### src/rtl/stl_pkg.sv
package stl_pkg;

	typedef enum logic [1:0] {
		OP_LOOKUP     = 2'd0,
		OP_TOUCH      = 2'd1,
		OP_CREATE     = 2'd2,
		OP_INVALIDATE = 2'd3
	} op_t;

	typedef enum logic [1:0] {
		ST_IDLE,
		ST_PICK,
		ST_SCAN,
		ST_HOLD
	} state_t;

	localparam logic [15:0] TIMEOUT_RESET = 16'd60;

	typedef struct packed {
		op_t         operation;
		logic [15:0] node_id;
		logic [31:0] now_seconds;
	} in_item_t;

	typedef struct packed {
		logic       found;
		logic [2:0] slot_index;
	} out_item_t;

	typedef struct packed {
		logic        active;
		logic        pick_pass;
		op_t         op;
		logic [15:0] node;
		logic [31:0] now;
		logic        hit;
	} chain_ctl_t;

endpackage

### src/rtl/stl_cell.sv
module stl_cell #(
	parameter int SLOTS = 8,
	parameter int IDX = 0,
	parameter int SW = (SLOTS > 1) ? $clog2(SLOTS) : 1
) (
	input  logic                clk,
	input  logic                arst_n,
	input  logic [15:0]         timeout,
	input  logic [SW-1:0]       pick_slot,
	input  stl_pkg::chain_ctl_t ctl_in,
	input  logic [SW-1:0]       slot_in,
	input  logic [31:0]         time_in,
	output stl_pkg::chain_ctl_t ctl_out,
	output logic [SW-1:0]       slot_out,
	output logic [31:0]         time_out
);
	import stl_pkg::*;

	localparam logic [SW-1:0] MY_SLOT = SW'(IDX);

	logic        valid_q;
	logic [15:0] node_q;
	logic [31:0] last_q;
	chain_ctl_t  ctl_q;
	logic [SW-1:0] slot_q;
	logic [31:0] time_q;

	logic        valid_d;
	logic        node_we;
	logic        last_we;
	chain_ctl_t  ctl_d;
	logic [SW-1:0] slot_d;
	logic [31:0] time_d;
	logic [32:0] limit;
	logic        expired;

	assign limit   = {1'b0, last_q} + {17'b0, timeout};
	assign expired = {1'b0, ctl_in.now} > limit;

	always_comb begin
		ctl_d   = ctl_in;
		slot_d  = slot_in;
		time_d  = time_in;
		valid_d = valid_q;
		node_we = 1'b0;
		last_we = 1'b0;
		if (ctl_in.active) begin
			if (ctl_in.pick_pass) begin
				if (!ctl_in.hit) begin
					if (!valid_q) begin
						ctl_d.hit = 1'b1;
						slot_d    = MY_SLOT;
					end else if (IDX == 0 || last_q < time_in) begin
						slot_d = MY_SLOT;
						time_d = last_q;
					end
				end
			end else if (ctl_in.op == OP_CREATE && pick_slot == MY_SLOT) begin
				valid_d = 1'b1;
				node_we = 1'b1;
				last_we = 1'b1;
				if (!ctl_in.hit) begin
					ctl_d.hit = 1'b1;
					slot_d    = MY_SLOT;
				end
			end else if (!ctl_in.hit && valid_q) begin
				if (expired) begin
					valid_d = 1'b0;
				end else if (node_q == ctl_in.node) begin
					ctl_d.hit = 1'b1;
					slot_d    = MY_SLOT;
					case (ctl_in.op)
						OP_TOUCH, OP_CREATE: last_we = 1'b1;
						OP_INVALIDATE:       valid_d = 1'b0;
						default:             ;
					endcase
				end
			end
		end
	end

	always_ff @(posedge clk or negedge arst_n) begin
		if (!arst_n) begin
			valid_q <= 1'b0;
			ctl_q   <= '0;
		end else begin
			valid_q <= valid_d;
			ctl_q   <= ctl_d;
		end
	end

	always_ff @(posedge clk) begin
		if (node_we) begin
			node_q <= ctl_in.node;
		end
		if (last_we) begin
			last_q <= ctl_in.now;
		end
		slot_q <= slot_d;
		time_q <= time_d;
	end

	assign ctl_out  = ctl_q;
	assign slot_out = slot_q;
	assign time_out = time_q;

endmodule

### src/rtl/session_table_timeout_lru.sv
// Lookup, touch and invalidate walk the cell chain once. Create first walks
// the cell chain to pick a slot, then walks it again to write and touch.
// Each walk is a wave that steps one cell per cycle down the chain. A new
// item is accepted only once the last result has gone into the output register.
// Reset clears all valid marks and sets the timeout to 60; stored node ids
// and times are not cleared.
module session_table_timeout_lru #(
	parameter int SLOTS = 8
) (
	input  logic               clk,
	input  logic               arst_n,
	input  logic               cfg_we,
	input  logic [15:0]        cfg_wdata,
	input  logic               in_valid,
	output logic               in_ready,
	input  stl_pkg::in_item_t  in_item,
	output logic               out_valid,
	input  logic               out_ready,
	output stl_pkg::out_item_t out_item
);
	import stl_pkg::*;

	localparam int SW = (SLOTS > 1) ? $clog2(SLOTS) : 1;

	state_t      state_q;
	state_t      state_d;
	logic [15:0] timeout_q;
	in_item_t    item_q;
	logic        launch_q;
	logic [SW-1:0] pick_q;
	out_item_t   pend_q;
	out_item_t   out_q;
	logic        out_valid_q;

	logic        launch_d;
	logic        load_item;
	logic        load_pick;
	logic        load_out;
	logic        load_pend;
	out_item_t   result;

	chain_ctl_t    ctl_w  [0:SLOTS];
	logic [SW-1:0] slot_w [0:SLOTS];
	logic [31:0]   time_w [0:SLOTS];

	assign ctl_w[0].active    = launch_q;
	assign ctl_w[0].pick_pass = (state_q == ST_PICK);
	assign ctl_w[0].op        = item_q.operation;
	assign ctl_w[0].node      = item_q.node_id;
	assign ctl_w[0].now       = item_q.now_seconds;
	assign ctl_w[0].hit       = 1'b0;
	assign slot_w[0]          = '0;
	assign time_w[0]          = '0;

	for (genvar i = 0; i < SLOTS; i++) begin : g_cell
		stl_cell #(
			.SLOTS(SLOTS),
			.IDX  (i),
			.SW   (SW)
		) u_cell (
			.clk      (clk),
			.arst_n   (arst_n),
			.timeout  (timeout_q),
			.pick_slot(pick_q),
			.ctl_in   (ctl_w[i]),
			.slot_in  (slot_w[i]),
			.time_in  (time_w[i]),
			.ctl_out  (ctl_w[i+1]),
			.slot_out (slot_w[i+1]),
			.time_out (time_w[i+1])
		);
	end

	always_comb begin
		if (item_q.operation == OP_CREATE) begin
			result.found      = 1'b1;
			result.slot_index = 3'(pick_q);
		end else begin
			result.found      = ctl_w[SLOTS].hit;
			result.slot_index = ctl_w[SLOTS].hit ? 3'(slot_w[SLOTS]) : 3'd0;
		end
	end

	assign in_ready = (state_q == ST_IDLE);

	always_comb begin
		state_d   = state_q;
		launch_d  = 1'b0;
		load_item = 1'b0;
		load_pick = 1'b0;
		load_out  = 1'b0;
		load_pend = 1'b0;
		case (state_q)
			ST_IDLE: begin
				if (in_valid) begin
					load_item = 1'b1;
					launch_d  = 1'b1;
					state_d   = (in_item.operation == OP_CREATE) ? ST_PICK : ST_SCAN;
				end
			end
			ST_PICK: begin
				if (ctl_w[SLOTS].active) begin
					load_pick = 1'b1;
					launch_d  = 1'b1;
					state_d   = ST_SCAN;
				end
			end
			ST_SCAN: begin
				if (ctl_w[SLOTS].active) begin
					if (!out_valid_q || out_ready) begin
						load_out = 1'b1;
						state_d  = ST_IDLE;
					end else begin
						load_pend = 1'b1;
						state_d   = ST_HOLD;
					end
				end
			end
			ST_HOLD: begin
				if (out_ready) begin
					load_out = 1'b1;
					state_d  = ST_IDLE;
				end
			end
			default: state_d = ST_IDLE;
		endcase
	end

	always_ff @(posedge clk or negedge arst_n) begin
		if (!arst_n) begin
			state_q     <= ST_IDLE;
			launch_q    <= 1'b0;
			out_valid_q <= 1'b0;
			timeout_q   <= TIMEOUT_RESET;
		end else begin
			state_q  <= state_d;
			launch_q <= launch_d;
			if (load_out) begin
				out_valid_q <= 1'b1;
			end else if (out_ready) begin
				out_valid_q <= 1'b0;
			end
			if (cfg_we) begin
				timeout_q <= cfg_wdata;
			end
		end
	end

	always_ff @(posedge clk) begin
		if (load_item) begin
			item_q <= in_item;
		end
		if (load_pick) begin
			pick_q <= slot_w[SLOTS];
		end
		if (load_pend) begin
			pend_q <= result;
		end
		if (load_out) begin
			out_q <= (state_q == ST_HOLD) ? pend_q : result;
		end
	end

	assign out_valid = out_valid_q;
	assign out_item  = out_q;

endmodule
### config.mk
export PLATFORM = sky130hd
export DESIGN_NAME = session_table_timeout_lru
export DESIGN_NICKNAME = d
export VERILOG_FILES = /design/src/rtl/stl_pkg.sv /design/src/rtl/stl_cell.sv /design/src/rtl/session_table_timeout_lru.sv
export SDC_FILE = /design/constraint.sdc
export NUM_CORES = 2
export LEC_CHECK = 0
export ABC_CLOCK_PERIOD_IN_PS = 8800
export BUFFER_PORTS_ARGS = -buffer_cell sky130_fd_sc_hd__buf_2
export CELL_PAD_IN_SITES_DETAIL_PLACEMENT = 2
export CELL_PAD_IN_SITES_GLOBAL_PLACEMENT = 2
export CORE_ASPECT_RATIO = 1.2
export CORE_UTILIZATION = 40
export CTS_CLUSTER_DIAMETER = 80
export CTS_CLUSTER_SIZE = 30
export DETAILED_ROUTE_END_ITERATION = 16
export GPL_ROUTABILITY_DRIVEN = 0
export GPL_TIMING_DRIVEN = 0
export PLACE_DENSITY = 0.81
export SYNTH_ARGS = -nofsm -noshare
export SYNTH_HDL_FRONTEND = slang
export SYNTH_SLANG_ARGS = --single-unit
export TNS_END_PERCENT = 1
### constraint.sdc
create_clock -name clk -period 8.8 [get_ports clk]
set_input_delay 0 -clock clk [delete_from_list [all_inputs] [get_ports clk]]
set_output_delay 0 -clock clk [all_outputs]
set_load 0.01 [all_outputs]
==> results.json <==
{
  "synthArstFlopShare_pct": 36.9,
  "ys_types": 90,
  "maxCapViolations": 1,
  "crit_path_cell_trace": "ha_1 -> a21o_1 -> a221o_1 -> a211oi_1 -> a311oi_1 -> nor2_1 -> nor2_1 -> xnor2_1 -> ha_1 -> nand4_1 -> nor4_1 -> o31ai_1 -> o2111ai_1 -> a221oi_1 -> a311oi_2 -> o41ai_4 -> buf_6 -> buf_6",
  "hold_viol": 0,
  "io_buffers": 75,
  "cts_tree": "built",
  "drtIter0Drc": 1126,
  "p_leak_nw": 23.1,
  "cts.sink_count": 1087,
  "yosysSeqAreaShare_pct": 53.3,
  "ios": 77,
  "core_mm2": 0.131,
  "crit_type": "register to register",
  "critPathRequiredTime_ns": 9.25,
  "rsz0062_at_grt": "no",
  "routedWlPerCell_um": 23.4,
  "hold_path_class": "input port to register",
  "via_per_inst": 5.46,
  "outcome": "complete, but fails checks",
  "nets": 5358,
  "syn_area_per_cell_um2": 12.0,
  "grt_max_degree": 120,
  "gr-total-overflow": 0,
  "root_buffer": "clkbuf_16",
  "netlist_instances": 4399,
  "area_growth_syn_to_layout_pct": 11.3,
  "postRouteAntennaNets": 0,
  "cts_max_level": 2,
  "cts_resized": 0,
  "start_util_pct": 40.5,
  "synthFlopType": "edfxtp_1",
  "grt_pass1_wl_um": 237000,
  "critPathMaxStageDelay_ns": 1.18,
  "vias": 35336,
  "ys_warn_count": 0,
  "clk_pin_slew_ns": 0.11,
  "numCtsBuffers": 51,
  "cp-start-kind": "register",
  "drc": 0,
  "dp_cells": 6260,
  "die_w_um": 334,
  "drt_pass1_iterations": 5,
  "synth_seq_cells": 1087,
  "cp_top_family": "compound AO/OA/AOI/OAI gates",
  "grt_usage_pct": 22.7,
  "grt_antenna_before_repair": 0,
  "clock_path_buffers": 3,
  "crit_buf_inv": 2,
  "finalSetupTns_ns": 0,
  "routed_wl_um": 152000,
  "cp_data_arrival_time_ns": 8.27,
  "cts_setup_buffers": 0,
  "timing.final.crit_share_pct": 88.9,
  "drive_above_1_share_pct": 9.25,
  "crit_fanout": 17,
  "final_area_mm2": 0.0590,
  "multiInputGateArea_mm2": 0.0236,
  "dp_hpwl_um": 119000,
  "slew_headroom_pct": -0.466,
  "clk_latency_ns": 0.70,
  "ctsHoldBuffers": 113,
  "die_area_mm2": 0.134,
  "violations": "capacitance limit, slew limit",
  "syn_nets": 5095,
  "p_per_area_mw_per_mm2": 182,
  "die_h_um": 401,
  "grt_pass1_vias": 41580,
  "rows": 145,
  "synth-edff-count": 445,
  "syn_area_mm2": 0.0530,
  "end_kind": "register",
  "hold_ws_ns": 0.0577,
  "max_freq_mhz": 128,
  "min_period_ns": 7.82,
  "worst_pin_slew_ns": 1.50,
  "dpl_cell_area_mm2": 0.0561,
  "regArea_mm2": 0.0282,
  "ir_drop_mv": 0.202,
  "setup_viol": 0,
  "clock_skew_ns": 0.0492,
  "cp_slowest_cell": "nor4_1",
  "fillCellCount": 12991,
  "slew_violations": 1,
  "layoutNonFillerInstCount": 6470
}
-- registers in the layout, indices dropped and copies added (netlist names) --
signal,cells
state_q,2
out_valid,1
g_cell.u_cell.last_q,256
g_cell.u_cell.valid_q,8
g_cell.u_cell.slot_out,17
launch_q,1
out_item,4
g_cell.u_cell.time_out,224
g_cell.u_cell.node_q,128
pick_q,3
pend_q,4
timeout_q,16
ctl_w,50
g_cell.u_cell.ctl_out,373
-- worst register-to-register path, stage by stage (launching register included) --
cell and delay (ns):
dfrtp_1 1.13, ha_1 0.41, a21o_1 0.18, a221o_1 0.38, a211oi_1 0.34, a311oi_1 0.34
nor2_1 0.66, nor2_1 0.15, xnor2_1 0.17, ha_1 0.33, nand4_1 0.24, nor4_1 1.18
o31ai_1 0.43, o2111ai_1 0.32, a221oi_1 0.19, a311oi_2 0.49, o41ai_4 0.25, buf_6 0.23
buf_6 0.19
-- stage by stage --
step	total power, mW	worst slack [ns]	util [%]
final	10.7	0.980	45.1
after global routing	11.2	0.584	45.1
after CTS	10.8	0.889	45.1
after detailed placement	7.76	0.866	42.9
after global placement	7.57	-2.72	42.5
after floorplan	7.04	0.876	-
-- kinds of logic (layout without fill, tap and decap cells) --
group | count (synthesis) | after routing | synth area share, %
mux | 185 | 185 | 3.92
buf+inv | 336 | 642 | 2.42
flops | 1087 | 1087 | 53.3
compound gates | 835 | 835 | 10.1
simple gates | 972 | 972 | 9.46
xor+xnor | 359 | 359 | 5.93
other cells | 0 | 1 | 0
fa+ha+maj | 625 | 625 | 14.9
-- cells in the mapped netlist, drive strengths merged (114+ instances only) --
cell    count  area, um2
dfxtp     241       4820
inv       300       1130
dfrtp     397       9930
mux2      182       2050
xor2      172       1510
xnor2     187       1640
edfxtp    445      13400
a21oi     240       1200
nand2     226        848
nand4     134        838
nor2      174        653
nand3     114        571
o21ai     200       1000
ha        617       7720
-- layout make-up --
type | count | share of cell area, %
Antenna cell | 1 | 0.00424
Buffer | 36 | 0.261
Clock buffer | 66 | 2.31
Clock inverter | 30 | 0.708
Inverter | 300 | 1.91
Multi-Input combinational cell | 2976 | 40.1
Sequential cell | 1087 | 47.9
Tap cell | 1764 | 3.74
Timing Repair Buffer | 210 | 3.16
-- worst paths after layout --
path / startpoint / to / slack [ns] / cells after the start
max in group asynchronous: arst_n / g_cell[0].u_cell.ctl_out[1] / 6.95 / 6
min reg2reg: g_cell[2].u_cell.ctl_out[3] / g_cell[3].u_cell.ctl_out[3] / 0.41 / 0
min in group asynchronous: arst_n / g_cell[5].u_cell.ctl_out[52] / 0.42 / 4
max reg2reg: timeout_q[1] / g_cell[0].u_cell.last_q[1] / 0.98 / 18
min: in_item[39] / ctl_w[464] / 0.06 / 2
max: timeout_q[1] / g_cell[0].u_cell.last_q[1] / 0.98 / 18
-- power by group --
part,switching [mW],internal (mW)
clock,1.79,1.22
combinational,0.970,0.702
sequential,0.403,5.64
-- placed cells by master, fill, tap and decap left out, drive strengths merged, types with 15 or more instances in the layout --
| cell type | netlist | routed |
|---|---|---|
| ha | 617 | 617 |
| edfxtp | 445 | 445 |
| dfrtp | 397 | 397 |
| inv | 300 | 314 |
| dfxtp | 241 | 241 |
| a21oi | 240 | 240 |
| nand2 | 226 | 226 |
| o21ai | 200 | 200 |
| xnor2 | 187 | 187 |
| mux2 | 182 | 182 |
| nor2 | 174 | 174 |
| xor2 | 172 | 172 |
| nand4 | 134 | 134 |
| nand3 | 114 | 114 |
| buf | 15 | 113 |
| dlygate4sd3 | 0 | 112 |
| clkbuf | 21 | 87 |
| a21o | 79 | 79 |
| nor3 | 55 | 55 |
| a211oi | 51 | 51 |
| and2 | 50 | 50 |
| and3 | 45 | 45 |
| nand2b | 34 | 34 |
| a31oi | 33 | 33 |
| nor2b | 31 | 31 |
| o21bai | 30 | 30 |
| o21a | 28 | 28 |
| nor4 | 26 | 26 |
| o211ai | 26 | 26 |
| and4 | 21 | 21 |
| o31ai | 21 | 21 |
| a2111oi | 16 | 16 |
| or3 | 15 | 15 |
-- layer usage --
metal	routed length, um	global-route usage [%]	up-vias	share of wire, %
met1	60000	25.2	18063	40
li1	-	-	16615	-
met4	7500	10.3	0	4.9
met2	81900	43.6	402	54
met3	2380	1.67	256	1.6
met5	0	0	-	0
Power figures use the tool's default switching activity.
